## src/hw/rtl/acc_pkg.sv

```systemverilog
package acc_pkg;

   localparam int HIST_DEPTH = 4;
   localparam int SAMPLE_W   = 10;
   localparam int AVG_W      = 18;
   localparam int MODE_W     = 4;
   localparam int CSR_AW     = 5;
   localparam int CSR_DW     = 32;
   localparam int REQ_DW     = 16;
   localparam int RSP_DW     = 80;

   localparam logic [AVG_W-1:0]  AVG_MAX   = 18'd261888;
   localparam logic [MODE_W-1:0] MODE_BASE = 4'd5;
   localparam logic [MODE_W-1:0] MODE_STEP = 4'd2;

   localparam logic [2:0] REG_RANGE_SELECT = 3'd0;
   localparam logic [2:0] REG_DETECT_EN    = 3'd1;
   localparam logic [2:0] REG_THRESHOLD    = 3'd2;
   localparam logic [2:0] REG_HOLD_LENGTH  = 3'd3;
   localparam logic [2:0] REG_WIN_A_FIRST  = 3'd4;
   localparam logic [2:0] REG_WIN_A_SECOND = 3'd5;
   localparam logic [2:0] REG_WIN_B_FIRST  = 3'd6;
   localparam logic [2:0] REG_WIN_B_SECOND = 3'd7;

   localparam logic [1:0] RANGE_WIDE = 2'd0;
   localparam logic [1:0] RANGE_MID  = 2'd1;

   typedef struct packed {
      logic [1:0]       range_select;
      logic             detect_enable;
      logic [10:0]      activity_threshold;
      logic [15:0]      hold_length;
      logic [3:0][5:0]  win_len;
   } cfg_type;

   typedef struct packed {
      logic       latch;
      logic       hist_wr;
      logic       hist_rd;
      logic [1:0] rd_idx;
      logic       cap;
      logic [1:0] cap_idx;
      logic       calc;
      logic       scale;
      logic       win_rd;
      logic       win_upd;
      logic       win_wr2;
      logic       div_start;
      logic       out_load;
   } cmd_type;

   typedef struct packed {
      logic in_range;
      logic low_ch;
      logic hit;
      logic div_done;
      logic out_free;
   } sts_type;

   function automatic logic [10:0] range_factor(input logic [1:0] sel);
      logic [10:0] f;
      case (sel)
         RANGE_WIDE: f = 11'd2047;
         RANGE_MID:  f = 11'd1551;
         default:    f = 11'd1023;
      endcase
      return f;
   endfunction

endpackage

```

## src/hw/rtl/adc_channel_conditioner_core.sv

```systemverilog
// ADC channel conditioner core.
// req channel: one beat per converter sample, channels scanned 0 upwards per
//   tick. tdata = {sample[12:3], channel[2:0]}.
// rsp channel: one beat per request beat, in order, carrying channel, 4-deep
//   mean, range-scaled mean, activity, hit flag, both pair averages and mode.
// csr: register i at byte address 4*i; the user must write only while the core is idle, the core does not enforce this.
// Timing: one request in flight. Channels 0-3 go through the history write,
//   history reads, calc and scale, on a hit the window read and both window
//   writes, then the two bit-serial dividers that form the window averages;
//   other channels go to the output after scale, out-of-range channels after
//   the history write. The next request is taken in the cycle after the result
//   is loaded. History reads use a single memory port, four reads per beat.
// A finished beat sits in the output register; the next request is taken
//   meanwhile, and its result waits while rsp_tready is low.
// Reset clears histories, windows, holds and registers to their defaults;
//   no clearing pass is needed, beats are accepted straight after.
module adc_channel_conditioner_core #(
   parameter int CHANNELS   = 8,
   parameter int MAX_WINDOW = 32
) (
   input  logic                          clock,
   input  logic                          reset,
   input  logic                          req_tvalid,
   output logic                          req_tready,
   input  logic [acc_pkg::REQ_DW-1:0]    req_tdata,  // channel[2:0], sample[12:3]
   output logic                          rsp_tvalid,
   input  logic                          rsp_tready,
   // channel_out[2:0], smoothed[12:3], scaled[23:13], activity[35:24],
   // activity_hit[36], first_average[54:37], second_average[72:55], mode_code[76:73]
   output logic [acc_pkg::RSP_DW-1:0]    rsp_tdata,
   input  logic                          csr_psel,
   input  logic                          csr_penable,
   input  logic                          csr_pwrite,
   input  logic [acc_pkg::CSR_AW-1:0]    csr_paddr,
   input  logic [acc_pkg::CSR_DW-1:0]    csr_pwdata,
   output logic [acc_pkg::CSR_DW-1:0]    csr_prdata,
   output logic                          csr_pready
);
   import acc_pkg::*;

   cfg_type cfg;
   cmd_type cmd;
   sts_type sts;

   acc_csr u_csr (
      .clock   (clock),
      .reset   (reset),
      .psel    (csr_psel),
      .penable (csr_penable),
      .pwrite  (csr_pwrite),
      .paddr   (csr_paddr),
      .pwdata  (csr_pwdata),
      .prdata  (csr_prdata),
      .pready  (csr_pready),
      .cfg     (cfg)
   );

   acc_ctrl u_ctrl (
      .clock    (clock),
      .reset    (reset),
      .in_valid (req_tvalid),
      .in_ready (req_tready),
      .sts      (sts),
      .cmd      (cmd)
   );

   acc_dp #(.CHANNELS(CHANNELS), .MAX_WINDOW(MAX_WINDOW)) u_dp (
      .clock     (clock),
      .reset     (reset),
      .cfg       (cfg),
      .cmd       (cmd),
      .sts       (sts),
      .in_data   (req_tdata),
      .out_valid (rsp_tvalid),
      .out_ready (rsp_tready),
      .out_data  (rsp_tdata)
   );

endmodule

```

## src/hw/rtl/acc_csr.sv

```systemverilog
module acc_csr (
   input  logic                          clock,
   input  logic                          reset,
   input  logic                          psel,
   input  logic                          penable,
   input  logic                          pwrite,
   input  logic [acc_pkg::CSR_AW-1:0]    paddr,
   input  logic [acc_pkg::CSR_DW-1:0]    pwdata,
   output logic [acc_pkg::CSR_DW-1:0]    prdata,
   output logic                          pready,
   output acc_pkg::cfg_type              cfg
);
   import acc_pkg::*;

   cfg_type    cfg_ff, cfg_in;
   logic [2:0] idx;
   logic       wr;

   assign pready = 1'b1;
   assign idx    = paddr[CSR_AW-1:2];
   assign wr     = psel & penable & pwrite & pready;
   assign cfg    = cfg_ff;

   always_comb begin
      cfg_in = cfg_ff;
      if (wr) begin
         case (idx)
            REG_RANGE_SELECT: cfg_in.range_select       = pwdata[1:0];
            REG_DETECT_EN:    cfg_in.detect_enable      = pwdata[0];
            REG_THRESHOLD:    cfg_in.activity_threshold = pwdata[10:0];
            REG_HOLD_LENGTH:  cfg_in.hold_length        = pwdata[15:0];
            REG_WIN_A_FIRST:  cfg_in.win_len[0]         = pwdata[5:0];
            REG_WIN_A_SECOND: cfg_in.win_len[1]         = pwdata[5:0];
            REG_WIN_B_FIRST:  cfg_in.win_len[2]         = pwdata[5:0];
            REG_WIN_B_SECOND: cfg_in.win_len[3]         = pwdata[5:0];
            default:          cfg_in = cfg_ff;
         endcase
      end
   end

   always_comb begin
      case (idx)
         REG_RANGE_SELECT: prdata = {30'd0, cfg_ff.range_select};
         REG_DETECT_EN:    prdata = {31'd0, cfg_ff.detect_enable};
         REG_THRESHOLD:    prdata = {21'd0, cfg_ff.activity_threshold};
         REG_HOLD_LENGTH:  prdata = {16'd0, cfg_ff.hold_length};
         REG_WIN_A_FIRST:  prdata = {26'd0, cfg_ff.win_len[0]};
         REG_WIN_A_SECOND: prdata = {26'd0, cfg_ff.win_len[1]};
         REG_WIN_B_FIRST:  prdata = {26'd0, cfg_ff.win_len[2]};
         REG_WIN_B_SECOND: prdata = {26'd0, cfg_ff.win_len[3]};
         default:          prdata = '0;
      endcase
   end

   always_ff @(posedge clock) begin
      if (reset) begin
         cfg_ff.range_select       <= 2'd0;
         cfg_ff.detect_enable      <= 1'b0;
         cfg_ff.activity_threshold <= 11'd160;
         cfg_ff.hold_length        <= 16'd1000;
         cfg_ff.win_len[0]         <= 6'd8;
         cfg_ff.win_len[1]         <= 6'd16;
         cfg_ff.win_len[2]         <= 6'd8;
         cfg_ff.win_len[3]         <= 6'd16;
      end else begin
         cfg_ff <= cfg_in;
      end
   end

endmodule

```

## src/hw/rtl/acc_div.sv

```systemverilog
module acc_div #(
   parameter int DIVIDEND_W = 23,
   parameter int DIVISOR_W  = 6
) (
   input  logic                  clock,
   input  logic                  reset,
   input  logic                  start,
   input  logic [DIVIDEND_W-1:0] dividend,
   input  logic [DIVISOR_W-1:0]  divisor,
   output logic [DIVIDEND_W-1:0] quotient,
   output logic                  done
);
   import acc_pkg::*;

   localparam int CNT_W = $clog2(DIVIDEND_W + 1);

   logic [DIVIDEND_W-1:0] q_ff, q_in;
   logic [DIVISOR_W-1:0]  rem_ff, rem_in;
   logic [DIVISOR_W-1:0]  dvs_ff;
   logic [CNT_W-1:0]      cnt_ff, cnt_in;
   logic                  busy_ff, busy_in;
   logic                  done_ff, done_in;
   logic [DIVISOR_W:0]    trial;
   logic                  ge;

   assign trial    = {rem_ff, q_ff[DIVIDEND_W-1]};
   assign ge       = trial >= {1'b0, dvs_ff};
   assign quotient = q_ff;
   assign done     = done_ff;

   always_comb begin
      q_in    = q_ff;
      rem_in  = rem_ff;
      cnt_in  = cnt_ff;
      busy_in = busy_ff;
      done_in = 1'b0;
      if (start) begin
         q_in    = dividend;
         rem_in  = '0;
         cnt_in  = CNT_W'(DIVIDEND_W);
         busy_in = 1'b1;
      end else if (busy_ff) begin
         q_in    = {q_ff[DIVIDEND_W-2:0], ge};
         rem_in  = ge ? DIVISOR_W'(trial - {1'b0, dvs_ff}) : trial[DIVISOR_W-1:0];
         cnt_in  = cnt_ff - 1'b1;
         if (cnt_ff == CNT_W'(1)) begin
            busy_in = 1'b0;
            done_in = 1'b1;
         end
      end
   end

   always_ff @(posedge clock) begin
      q_ff   <= q_in;
      rem_ff <= rem_in;
      cnt_ff <= cnt_in;
      if (start) dvs_ff <= divisor;
   end

   always_ff @(posedge clock) begin
      if (reset) begin
         busy_ff <= 1'b0;
         done_ff <= 1'b0;
      end else begin
         busy_ff <= busy_in;
         done_ff <= done_in;
      end
   end

endmodule

```

## src/hw/rtl/acc_ctrl.sv

```systemverilog
module acc_ctrl (
   input  logic             clock,
   input  logic             reset,
   input  logic             in_valid,
   output logic             in_ready,
   input  acc_pkg::sts_type sts,
   output acc_pkg::cmd_type cmd
);
   import acc_pkg::*;

   typedef enum logic [10:0] {
      ST_IDLE  = 11'b00000000001,
      ST_HWR   = 11'b00000000010,
      ST_HRD   = 11'b00000000100,
      ST_CALC  = 11'b00000001000,
      ST_SCALE = 11'b00000010000,
      ST_WRD   = 11'b00000100000,
      ST_WUPD  = 11'b00001000000,
      ST_WWR2  = 11'b00010000000,
      ST_DIVS  = 11'b00100000000,
      ST_DIVW  = 11'b01000000000,
      ST_OUT   = 11'b10000000000
   } state_type;

   state_type  state_ff, state_in;
   logic [2:0] cnt_ff, cnt_in;

   assign in_ready = (state_ff == ST_IDLE);

   always_comb begin
      state_in = state_ff;
      cnt_in   = cnt_ff;
      cmd      = '0;
      case (state_ff)
         ST_IDLE: begin
            cmd.latch = in_valid;
            if (in_valid) state_in = ST_HWR;
         end
         ST_HWR: begin
            cmd.hist_wr = 1'b1;
            cnt_in      = 3'd0;
            state_in    = sts.in_range ? ST_HRD : ST_OUT;
         end
         ST_HRD: begin
            cmd.hist_rd = (cnt_ff != 3'd4);
            cmd.rd_idx  = cnt_ff[1:0];
            cmd.cap     = (cnt_ff != 3'd0);
            cmd.cap_idx = cnt_ff[1:0] - 2'd1;
            cnt_in      = cnt_ff + 3'd1;
            if (cnt_ff == 3'd4) state_in = ST_CALC;
         end
         ST_CALC: begin
            cmd.calc = 1'b1;
            state_in = ST_SCALE;
         end
         ST_SCALE: begin
            cmd.scale = 1'b1;
            if (sts.hit)         state_in = ST_WRD;
            else if (sts.low_ch) state_in = ST_DIVS;
            else                 state_in = ST_OUT;
         end
         ST_WRD: begin
            cmd.win_rd = 1'b1;
            state_in   = ST_WUPD;
         end
         ST_WUPD: begin
            cmd.win_upd = 1'b1;
            state_in    = ST_WWR2;
         end
         ST_WWR2: begin
            cmd.win_wr2 = 1'b1;
            state_in    = ST_DIVS;
         end
         ST_DIVS: begin
            cmd.div_start = 1'b1;
            state_in      = ST_DIVW;
         end
         ST_DIVW: begin
            if (sts.div_done) state_in = ST_OUT;
         end
         ST_OUT: begin
            cmd.out_load = sts.out_free;
            if (sts.out_free) state_in = ST_IDLE;
         end
         default: state_in = ST_IDLE;
      endcase
   end

   always_ff @(posedge clock) begin
      if (reset) begin
         state_ff <= ST_IDLE;
         cnt_ff   <= 3'd0;
      end else begin
         state_ff <= state_in;
         cnt_ff   <= cnt_in;
      end
   end

endmodule

```

## src/hw/rtl/acc_dp.sv

```systemverilog
module acc_dp #(
   parameter int CHANNELS   = 8,
   parameter int MAX_WINDOW = 32
) (
   input  logic                          clock,
   input  logic                          reset,
   input  acc_pkg::cfg_type              cfg,
   input  acc_pkg::cmd_type              cmd,
   output acc_pkg::sts_type              sts,
   input  logic [acc_pkg::REQ_DW-1:0]    in_data,
   output logic                          out_valid,
   input  logic                          out_ready,
   output logic [acc_pkg::RSP_DW-1:0]    out_data
);
   import acc_pkg::*;

   localparam int HIST_N  = CHANNELS * HIST_DEPTH;
   localparam int HA_W    = $clog2(HIST_N);
   localparam int HA_CH_W = HA_W - 2;
   localparam int WS_N    = 4 * MAX_WINDOW;
   localparam int WA_W    = $clog2(WS_N);
   localparam int SLOT_W  = (MAX_WINDOW > 1) ? $clog2(MAX_WINDOW) : 1;
   localparam int N_W     = $clog2(MAX_WINDOW + 1);
   localparam int SUM_W   = $clog2(MAX_WINDOW * 1023 + 1);
   localparam int D_W     = SUM_W + 8;

   function automatic logic [N_W-1:0] eff_window(input logic [5:0] len);
      logic [N_W-1:0] n;
      if (len == 6'd0)                 n = N_W'(1);
      else if (32'(len) > MAX_WINDOW)  n = N_W'(MAX_WINDOW);
      else                             n = N_W'(len);
      return n;
   endfunction

   function automatic logic [SLOT_W-1:0] slot_next(input logic [SLOT_W-1:0] s,
                                                   input logic [N_W-1:0] n);
      logic [N_W:0] s1;
      s1 = (N_W+1)'(s) + 1'b1;
      return (s1 >= {1'b0, n}) ? '0 : SLOT_W'(s1);
   endfunction

   function automatic logic [AVG_W-1:0] sat_avg(input logic [D_W-1:0] q);
      return (32'(q) > 32'(AVG_MAX)) ? AVG_MAX : AVG_W'(q);
   endfunction

   logic [2:0]          ch_ff;
   logic [9:0]          sample_ff;
   logic                in_range, low_ch, last_ch, p;

   logic [9:0]          hist_mem [HIST_N];
   logic [HIST_N-1:0]   hist_vld_ff;
   logic [9:0]          hist_rd_ff;
   logic                hist_rv_ff;
   logic [HA_W-1:0]     hist_wa, hist_ra;
   logic [9:0]          hr_ff [HIST_DEPTH];
   logic [1:0]          hslot_ff;

   logic [9:0]          smooth_ff;
   logic [10:0]         scaled_ff;
   logic [11:0]         act_ff;
   logic                hit_ff;
   logic [11:0]         sum4;
   logic signed [12:0]  act13, thr13;
   logic [20:0]         prod;

   logic [9:0]          ws_mem [WS_N];
   logic [WS_N-1:0]     ws_vld_ff;
   logic [9:0]          wrf_ff, wrs_ff;
   logic                wvf_ff, wvs_ff;
   logic [SUM_W-1:0]    sumf_ff [2];
   logic [SUM_W-1:0]    sums_ff [2];
   logic [SLOT_W-1:0]   slotf_ff [2];
   logic [SLOT_W-1:0]   slots_ff [2];
   logic [N_W-1:0]      nf, ns;
   logic [WA_W-1:0]     addr_f, addr_s;
   logic [9:0]          old_f, old_s;

   logic [15:0]         hold_ff [2];
   logic [MODE_W-1:0]   mode_ff;
   logic                nz0, nz1;

   logic [D_W-1:0]      qf, qs;
   logic                donef, dones;

   logic                rv_ff;
   logic [RSP_DW-1:0]   rd_ff;

   assign in_range = 32'(ch_ff) < CHANNELS;
   assign low_ch   = in_range && (ch_ff < 3'd4);
   assign last_ch  = 32'(ch_ff) == (CHANNELS - 1);
   assign p        = ch_ff[0];

   assign sts.in_range = in_range;
   assign sts.low_ch   = low_ch;
   assign sts.hit      = hit_ff;
   assign sts.div_done = donef & dones;
   assign sts.out_free = !rv_ff || out_ready;

   always_ff @(posedge clock) begin
      if (cmd.latch) begin
         ch_ff     <= in_data[2:0];
         sample_ff <= in_data[12:3];
      end
   end

   // history: newest slot first, so hr holds h[s], h[s-1], h[s-2], h[s-3]
   assign hist_wa = {HA_CH_W'(ch_ff), hslot_ff};
   assign hist_ra = {HA_CH_W'(ch_ff), hslot_ff - cmd.rd_idx};

   always_ff @(posedge clock) begin
      if (cmd.hist_wr && in_range) hist_mem[hist_wa] <= sample_ff;
      if (cmd.hist_rd) begin
         hist_rd_ff <= hist_mem[hist_ra];
         hist_rv_ff <= hist_vld_ff[hist_ra];
      end
      if (cmd.cap) hr_ff[cmd.cap_idx] <= hist_rv_ff ? hist_rd_ff : 10'd0;
   end

   always_ff @(posedge clock) begin
      if (reset) hist_vld_ff <= '0;
      else if (cmd.hist_wr && in_range) hist_vld_ff[hist_wa] <= 1'b1;
   end

   assign sum4  = 12'(hr_ff[0]) + 12'(hr_ff[1]) + 12'(hr_ff[2]) + 12'(hr_ff[3]);
   assign act13 = $signed({3'b0, hr_ff[0]}) - $signed({3'b0, hr_ff[1]})
                + $signed({3'b0, hr_ff[2]}) - $signed({3'b0, hr_ff[3]});
   assign thr13 = $signed({2'b0, cfg.activity_threshold});
   assign prod  = smooth_ff * range_factor(cfg.range_select);

   always_ff @(posedge clock) begin
      if (cmd.calc) begin
         smooth_ff <= sum4[11:2];
         act_ff    <= act13[11:0];
      end
      if (cmd.scale) scaled_ff <= prod[20:10];
   end

   always_ff @(posedge clock) begin
      if (reset) hit_ff <= 1'b0;
      else if (cmd.calc)
         hit_ff <= low_ch && cfg.detect_enable && (act13 > thr13 || act13 < -thr13);
   end

   // moving-average windows of the pair
   assign nf     = eff_window(p ? cfg.win_len[2] : cfg.win_len[0]);
   assign ns     = eff_window(p ? cfg.win_len[3] : cfg.win_len[1]);
   assign addr_f = WA_W'((p ? 2 : 0) * MAX_WINDOW) + WA_W'(slotf_ff[p]);
   assign addr_s = WA_W'((p ? 3 : 1) * MAX_WINDOW) + WA_W'(slots_ff[p]);
   assign old_f  = wvf_ff ? wrf_ff : 10'd0;
   assign old_s  = wvs_ff ? wrs_ff : 10'd0;

   always_ff @(posedge clock) begin
      if (cmd.win_rd) begin
         wrf_ff <= ws_mem[addr_f];
         wrs_ff <= ws_mem[addr_s];
         wvf_ff <= ws_vld_ff[addr_f];
         wvs_ff <= ws_vld_ff[addr_s];
      end
      if (cmd.win_upd)      ws_mem[addr_f] <= sample_ff;
      else if (cmd.win_wr2) ws_mem[addr_s] <= sample_ff;
   end

   always_ff @(posedge clock) begin
      if (reset) begin
         ws_vld_ff   <= '0;
         sumf_ff[0]  <= '0;
         sumf_ff[1]  <= '0;
         sums_ff[0]  <= '0;
         sums_ff[1]  <= '0;
         slotf_ff[0] <= '0;
         slotf_ff[1] <= '0;
         slots_ff[0] <= '0;
         slots_ff[1] <= '0;
      end else if (cmd.win_upd) begin
         ws_vld_ff[addr_f] <= 1'b1;
         sumf_ff[p]        <= sumf_ff[p] - SUM_W'(old_f) + SUM_W'(sample_ff);
         slotf_ff[p]       <= slot_next(slotf_ff[p], nf);
      end else if (cmd.win_wr2) begin
         ws_vld_ff[addr_s] <= 1'b1;
         sums_ff[p]        <= sums_ff[p] - SUM_W'(old_s) + SUM_W'(sample_ff);
         slots_ff[p]       <= slot_next(slots_ff[p], ns);
      end
   end

   acc_div #(.DIVIDEND_W(D_W), .DIVISOR_W(N_W)) u_div_first (
      .clock    (clock),
      .reset    (reset),
      .start    (cmd.div_start),
      .dividend ({sumf_ff[p], 8'd0}),
      .divisor  (nf),
      .quotient (qf),
      .done     (donef)
   );

   acc_div #(.DIVIDEND_W(D_W), .DIVISOR_W(N_W)) u_div_second (
      .clock    (clock),
      .reset    (reset),
      .start    (cmd.div_start),
      .dividend ({sums_ff[p], 8'd0}),
      .divisor  (ns),
      .quotient (qs),
      .done     (dones)
   );

   // holds, mode and tick bookkeeping
   assign nz0 = p ? (hold_ff[0] != 16'd0) : (cfg.hold_length != 16'd0);
   assign nz1 = p ? (cfg.hold_length != 16'd0) : (hold_ff[1] != 16'd0);

   always_ff @(posedge clock) begin
      if (reset) begin
         hold_ff[0] <= 16'd0;
         hold_ff[1] <= 16'd0;
         mode_ff    <= MODE_BASE;
         hslot_ff   <= 2'd0;
      end else begin
         if (cmd.hist_wr && in_range && ch_ff == 3'd0) mode_ff <= MODE_BASE;
         if (cmd.scale && hit_ff) begin
            hold_ff[p] <= cfg.hold_length;
            mode_ff    <= MODE_BASE + MODE_STEP * (MODE_W'(nz0) + MODE_W'(nz1));
         end
         if (cmd.out_load && in_range && last_ch) begin
            if (hold_ff[0] != 16'd0) hold_ff[0] <= hold_ff[0] - 16'd1;
            if (hold_ff[1] != 16'd0) hold_ff[1] <= hold_ff[1] - 16'd1;
            hslot_ff <= hslot_ff + 2'd1;
         end
      end
   end

   // result register
   always_ff @(posedge clock) begin
      if (reset) rv_ff <= 1'b0;
      else       rv_ff <= cmd.out_load || (rv_ff && !out_ready);
   end

   always_ff @(posedge clock) begin
      if (cmd.out_load)
         rd_ff <= {3'd0,
                   mode_ff,
                   low_ch ? sat_avg(qs) : 18'd0,
                   low_ch ? sat_avg(qf) : 18'd0,
                   low_ch ? hit_ff : 1'b0,
                   low_ch ? act_ff : 12'd0,
                   in_range ? scaled_ff : 11'd0,
                   in_range ? smooth_ff : 10'd0,
                   ch_ff};
   end

   assign out_valid = rv_ff;
   assign out_data  = rd_ff;

   a_mode_legal: assert property (@(posedge clock) disable iff (reset)
      mode_ff == 4'd5 || mode_ff == 4'd7 || mode_ff == 4'd9)
      else $error("mode code out of range");

   a_slot_range: assert property (@(posedge clock) disable iff (reset)
      32'(slotf_ff[0]) < MAX_WINDOW && 32'(slots_ff[1]) < MAX_WINDOW)
      else $error("window slot past store");

   a_no_overwrite: assert property (@(posedge clock) disable iff (reset)
      cmd.out_load |-> (!rv_ff || out_ready))
      else $error("result overwritten while stalled");

   a_hit_low: assert property (@(posedge clock) disable iff (reset)
      cmd.win_upd |-> low_ch && hit_ff)
      else $error("window update without hit");

endmodule
```

## config.mk

```make
export PLATFORM = sky130hd
export DESIGN_NAME = adc_channel_conditioner_core
export DESIGN_NICKNAME = d
export VERILOG_FILES = /design/src/hw/rtl/acc_pkg.sv /design/src/hw/rtl/adc_channel_conditioner_core.sv /design/src/hw/rtl/acc_csr.sv /design/src/hw/rtl/acc_div.sv /design/src/hw/rtl/acc_ctrl.sv /design/src/hw/rtl/acc_dp.sv
export SDC_FILE = /design/constraint.sdc
export NUM_CORES = 2
export LEC_CHECK = 0
export BUFFER_PORTS_ARGS = -buffer_cell sky130_fd_sc_hd__buf_2
export CORE_ASPECT_RATIO = 1.25
export CORE_MARGIN = 3
export CORE_UTILIZATION = 45
export CTS_CLUSTER_SIZE = 14
export DETAILED_ROUTE_END_ITERATION = 7
export SYNTH_ARGS = -nofsm -noshare
export SYNTH_HDL_FRONTEND = slang
export SYNTH_SLANG_ARGS = --single-unit
```

## constraint.sdc

```tcl
create_clock -name clock -period 6.3 [get_ports clock]
set_input_delay 1.26 -clock clock [delete_from_list [all_inputs] [get_ports clock]]
set_output_delay 1.26 -clock clock [all_outputs]
set_load 0.01 [all_outputs]
```

# After elaboration in Yosys (flattened, before gate mapping)
# Memories as Yosys holds them, arrays and structs flattened. A register that Yosys moved wholly into a read port is not among the register bits.
# Cells that the tools add are included.
[word_totals] regBits=446 inputBits=60 ram_bits=1752 mem_count=8
[classes] multipliers=1 n_lt_le_gt_ge=18 n_reduce_logical=47 eq_ne=28 bitwise=11 mux=117 n_addsub=27
[memory_table] name="u_dp.ws_mem" words=128 width=10 rd=2 rd_clocked_by_memory_dff=2 write_ports=1 line_no="acc_dp.sv:66" text="logic [9:0] ws_mem [WS_N];"
[memory_table] name="u_dp.hist_mem" words=32 width=10 rd=1 rd_clocked_by_memory_dff=1 write_ports=1 line_no="acc_dp.sv:50" text="logic [9:0] hist_mem [HIST_N];"
[memory_table] name="u_dp.hr_ff" words=4 width=10 rd=4 rd_clocked_by_memory_dff=0 write_ports=1 line_no="acc_dp.sv:55" text="logic [9:0] hr_ff [HIST_DEPTH];"
[memory_table] name="u_dp.hold_ff" words=2 width=16 rd=2 rd_clocked_by_memory_dff=0 write_ports=2 line_no="acc_dp.sv:78" text="logic [15:0] hold_ff [2];"
[memory_table] name="u_dp.sumf_ff" words=2 width=15 rd=1 rd_clocked_by_memory_dff=1 write_ports=2 line_no="acc_dp.sv:70" text="logic [SUM_W-1:0] sumf_ff [2];"
[memory_table] name="u_dp.sums_ff" words=2 width=15 rd=1 rd_clocked_by_memory_dff=1 write_ports=2 line_no="acc_dp.sv:71" text="logic [SUM_W-1:0] sums_ff [2];"
[memory_table] name="2 more memories"
[ops] cell="$mux W128" count=2
[ops] cell="$or A128 B128 Y128" count=2
[ops] cell="$pmux W32 S8" count=1
[ops] cell="$pmux W11 S11" count=1
[ops] cell="$mux W23" count=4
[ops] cell="$mux W1" count=66
[ops] cell="$mux W11" count=6
[ops] cell="$mux W6" count=9
[ops] cell="$mux W16" count=3
[ops] cell="$reduce_bool A16 Y1" count=3
[ops] cell="$gt A23 B18 Y1 const B" count=2
[ops] cell="$mux W10" count=4
[ops] cell="$mux W18" count=2
[ops] cell="$or A32 B32 Y32" count=1
[ops] cell="$sub A16 B1 Y16 const B" count=2
[ops] cell="$add A15 B10 Y15" count=2
[ops] cell="$mux W15" count=2
[ops] cell="$reduce_or A15 Y1" count=2
[ops] cell="$sub A15 B10 Y15" count=2
[ops] cell="$ge A7 B6 Y1" count=4
[ops] cell="$add A12 B10 Y12" count=2
[ops] cell="$pmux W11 S2" count=1
[ops] cell="$mul A10 B11 Y21" count=1
[ops] cell="$mux W5" count=4
[ops] cell="68 further kinds" count=121

# Depth between registers and ports, before layout
[logic_depth] ltp_word=9 depth_mapped=25 mapped_depth_nobuf=25

# Hierarchy
# From an unflattened synthesis, not the netlist that was laid out.
[unflattened] hier_cells=6170 hier_area_um2=92204.7
[modules_own_cells] module="acc_dp" cells_each=5425 area_each_um2=84591.1 n_inst=1 seq_area_each_um2=60628.1
[modules_own_cells] module="acc_div" cells_each=159 area_each_um2=2010.7 n_inst=2 seq_area_each_um2=1131.1
[modules_own_cells] module="acc_csr" cells_each=314 area_each_um2=2635.0 n_inst=1 seq_area_each_um2=1081.0
[modules_own_cells] module="acc_ctrl" cells_each=113 area_each_um2=957.2 n_inst=1 seq_area_each_um2=280.3

# Worst setup path after synthesis
# No wires, ideal clock.
[synth_timing] path_kind="register to register" from="register u_csr.cfg_ff, in the netlist u_csr.cfg[53]" to="register u_dp.scaled_ff[10] (data pin)" path_stages_with_launch=20 t_required_ns=6.164 setup_slack_ns=0.770 period_less_slack_ns=5.530 arrival_time_ns=5.394 cell_sequence="dfxtp_1 > nand2b_1 > clkbuf_1 > and2_1 > fa_1 > inv_1 > fa_1 > fa_1 > fa_1 > inv_1 > fa_1 > ha_1 > a21o_1 > a21oi_1 > nand2b_1 > and4b_1 > a21oi_1 > o41a_1 > or4_1 > nand3_1"
[synth_between] elab_chain_cells=3 word_cells_on_any_way=4
[synth_lines] element="from (decl)" line_no="acc_csr.sv:15" text="cfg_type cfg_ff, cfg_in;"
[synth_lines] element="from (signal assigned)" line_no="acc_csr.sv:66" text="cfg_ff <= cfg_in;"
[synth_lines] element="$eq A2 B1 Y1 or $logic_not A2 Y1 (tied branches)" line_no="acc_pkg.sv:62" text="case (sel)"
[synth_lines] element="$pmux W11 S2 *" line_no="acc_pkg.sv:62"
[synth_lines] element="$mul A10 B11 Y21 *" line_no="acc_dp.sv:128" text="assign prod = smooth_ff * range_factor(cfg.range_select);"
[synth_lines] element="net u_dp.prod[20]" line_no="acc_dp.sv:64" text="logic [20:0] prod;"
[synth_lines] element="to (signal assigned)" line_no="acc_dp.sv:135" text="if (cmd.scale) scaled_ff <= prod[20:10];"
[synth_lines] element="to (decl)" line_no="acc_dp.sv:59" text="logic [10:0] scaled_ff;"
# Mark *: on every way through the listed nets, which the timed path passes. The rest lies on a longest branch.
# A chain may end at the register's enable or synchronous reset.

# Final worst setup path
# Same ends and word-level chain as after synthesis.

==> run_results.csv <==
group,metric,value,unit
run_status,status,"completed",
synthesis,syn-instance-count,6511,
worst_setup_path,crit_required,7.01,ns
die,row_count,185,
synthesis,synth-edff-count,1949,
synthesis,yosysSeqAreaShare,69.20,%
clock_network,clockRootBuffer,"clkbuf_16",
run,maxCapViolations,0,
synthesis,synth_area,92620,um^2
clock_network,clkLatencyLatePin,0.85,ns
global_route,antenna_found_initial,3,
finish,final_common_cell,"edfxtp_1",
clock_network,cts-buffers-inserted,205,
clock_network,cts_buffer_depth,3,
worst_setup_path,critPathMaxFanout,10,
worst_setup_path,cpMaxStageDelayCell,"fa_1",
global_route,overflow,0,
die,core,203900,um^2
detailed_routing,vias,57506,
detailed_routing,routed.top_layer,"met4",
finish,area_growth,12.46,%
clock_network,cts_htree_levels,4,
detailed_routing,wl_met3,20550,um
clock_network,cts_sinks,2227,
sta,rsz0062_at_grt,"no",
worst_setup_path,cp-end-kind,"flop",
sta,setup_slack,0.3611,ns
detailed_routing,m1WireLength,101600,um
global_route,grt_max_degree,162,
die,die-area,211300,um^2
sta,period_share,94.27,%
synthesis,yosys_warnings,0,
detailed_routing,routedWlPerCell,27.17,um
die,io_pins,175,
detailed_routing,routed_wl,261700,um
clock_network,cts-hold-fix-buffers,0,
worst_setup_path,cp_common_cell,"fa_1",
global_route,grt_pass1_wl,382400,um
die,initial_core_util,45.42,%
placed_design,numPortBuffers,132,
sta,maxSlewHeadroom,11.08,%
detailed_routing,initialDrtViolationCount,6835,
worst_setup_path,crit_type,"flop to flop",
synthesis,synthArstFlopShare,0,%
finish,fillers,17031,
sta,fin_hold_ws,0.4231,ns
placed_design,dp_slack,0.3821,ns
die,die_width,411.8,um
worst_setup_path,cpPeakStageDelay,0.59,ns
synthesis,synthDistinctLibCells,85,
placed_design,dp_hpwl,164600,um
worst_setup_path,reg2reg_depth,18,
worst_setup_path,cp_top_family,"adder cells",
clock_network,cts_resized,0,
pwr,p_per_area,298.8,nW/um^2
placed_design,place_congestion,0.8909,
detailed_routing,dr_wl_met2,129000,um
sta,setup_tns,0,ns
worst_setup_path,crit_chain,"nand2b_1, and2_1, fa_1, inv_1, fa_1, fa_1, fa_1, inv_1, fa_1, ha_1, a21o_1, a21oi_1, nand2b_1, and4b_1, a21oi_1, o41a_1, or4_1, nand3_1",
worst_hold_path,whs_path_depth,0,
placed_design,place_area,97490,um^2
sta,tightest_slew,1.329,ns
finish,fin_area,104200,um^2
detailed_routing,ant_nets,0,
finish,fin_util,51.08,%
detailed_routing,drt_first_pass_iters,6,
sta,fmax,168.4,MHz
global_route,grt_pass1_vias,56703,
worst_hold_path,hp-class,"flop to flop",
synthesis,synth_seq_cells,2227,
sta,setup_viol,0,
finish,nets,7091,
finish,drive_gt1_share,11.87,%
synthesis,syn_avg_cell_area,14.23,um^2
die,die_h,513.2,um
detailed_routing,remaining_drc_errors,0,
clock_network,path_clk_slew,0.06,ns
pwr,p_leak,35.43,nW
sta,finalHoldViolCount,0,
clock_network,cts_setup_buffers,0,
sta,finClkSkew,0.02882,ns
sta,post-route-min-period,5.939,ns
detailed_routing,drt-vias-per-instance,5.970,
sta,maxSlewViolCount,0,
finish,final_cell_mix,"edfxtp_1 (1949), nor2_1 (654), a22oi_1 (416), nand2_1 (358), inv_1 (298)",
worst_setup_path,cp.buffers_inverters,2,
worst_setup_path,cp.depth,18,
synthesis,ys.flop_type,"edfxtp_1",
clock_network,cts_tree,"built",
worst_setup_path,arrival,6.65,ns
worst_setup_path,start_kind,"flop",
global_route,grt_usage,24.35,%
pwr,ir_drop,0.2764,mV
## final timing paths
check                    startpoint            endpoint  slack [ns]
setup reg to reg      u_csr.cfg[53]  u_dp.scaled_ff[10]        0.36
hold reg to reg   u_dp.scaled_ff[7]   u_dp.out_data[20]        0.42
hold / removal    u_dp.scaled_ff[7]   u_dp.out_data[20]        0.42
setup / recovery      u_csr.cfg[53]  u_dp.scaled_ff[10]        0.36
## logic make-up after synthesis
| kind of cell | after synthesis | share of synthesized area [%] |
|---|---|---|
| flops | 2227 | 69.20 |
| simple gates | 1589 | 7.888 |
| compound gates | 1376 | 10.38 |
| buf+inv | 645 | 2.791 |
| fa+ha+maj | 294 | 4.812 |
| mux | 250 | 3.708 |
| xor+xnor | 128 | 1.218 |
| other cells | 2 | 0.008108 |
## synthesized netlist by cell type, types with 9 or more instances
cell type | n | area [um^2]
a211oi_1 | 20 | 150.1
a21o_1 | 23 | 172.7
a21oi_1 | 291 | 1456
a221o_1 | 9 | 90.09
a221oi_1 | 78 | 683.2
a222oi_1 | 86 | 860.8
a22o_1 | 43 | 376.6
a22oi_1 | 420 | 3153
a31oi_1 | 43 | 269.0
a41oi_1 | 18 | 157.7
and2_1 | 68 | 425.4
and3_1 | 29 | 181.4
buf_1 | 64 | 240.2
buf_2 | 53 | 265.3
buf_4 | 26 | 195.2
clkbuf_1 | 199 | 747.0
dfxtp_1 | 278 | 5565
edfxtp_1 | 1949 | 58530
fa_1 | 104 | 2082
ha_1 | 189 | 2365
inv_1 | 298 | 1119
mux2_2 | 24 | 270.3
mux2i_1 | 153 | 1531
mux4_2 | 72 | 1622
nand2_1 | 359 | 1348
nand2b_1 | 30 | 187.7
nand3_1 | 121 | 605.6
nand3b_1 | 17 | 127.6
nand4_1 | 70 | 437.9
nor2_1 | 656 | 2462
nor2b_1 | 50 | 312.8
nor3_1 | 80 | 400.4
nor4_1 | 32 | 200.2
o211ai_1 | 17 | 127.6
o21a_1 | 15 | 112.6
o21ai_0 | 165 | 825.8
o21ba_2 | 9 | 90.09
o21bai_1 | 16 | 120.1
o22ai_1 | 39 | 244.0
or2_2 | 12 | 75.07
or3_1 | 16 | 100.1
or4_1 | 11 | 82.58
xnor2_1 | 86 | 753.2
xor2_1 | 41 | 359.1
## per-stage QoR
stage | instances | power (mW)
2_1_floorplan | 6530 | 18.00
3_3_place_gp | 9242 | 18.97
3_5_place_dp | 9242 | 19.00
4_1_cts | 9629 | 31.27
5_1_grt | 9631 | 31.99
6_report | 9632 | 31.13
## area by class of cell
type | count | area (um^2) | share of cell area [%]
Clock buffer | 280 | 5635 | 5.410
Clock inverter | 107 | 1031 | 0.9898
Multi-Input combinational cell | 3658 | 26410 | 25.35
Antenna cell | 3 | 7.507 | 0.007207
Inverter | 303 | 1139 | 1.093
Tap cell | 2711 | 3392 | 3.256
Timing Repair Buffer | 343 | 2455 | 2.357
Sequential cell | 2227 | 64100 | 61.53
## power breakdown
part / leakage [nW] / total [mW] / switching (mW) / internal [mW]
clock: 3.26 / 12.4 / 5.47 / 6.94
sequential: 20.0 / 16.2 / 0.0582 / 16.2
combinational: 12.2 / 2.48 / 1.76 / 0.717
total: 35.4 / 31.1 / 7.30 / 23.8
## flip-flops by register name, indices dropped and copies added, names as in the netlist, 11 cells and up, named ones only
| name | cells |
|---|---|
| u_dp.ws_mem | 1280 |
| u_dp.hist_mem | 320 |
| u_dp.ws_vld_ff | 128 |
| u_dp.out_data | 76 |
| u_csr.cfg | 54 |
| u_dp.hr_ff | 40 |
| u_dp.hist_vld_ff | 32 |
| u_dp.hold_ff | 32 |
| u_dp.sumf_ff | 30 |
| u_dp.sums_ff | 30 |
| u_dp.u_div_first.quotient | 23 |
| u_dp.u_div_second.quotient | 23 |
| u_dp.act_ff | 12 |
| u_ctrl.state_ff | 11 |
| u_dp.scaled_ff | 11 |
## metal layers
layer  global-route usage [%]  vias up
met2                    40.89     2577
li1                         -    25299
met5                        0        -
met3                    4.016      474
met1                    31.61    29156
met4                    9.563        0
No activity file was read; power rests on OpenSTA's default activity.
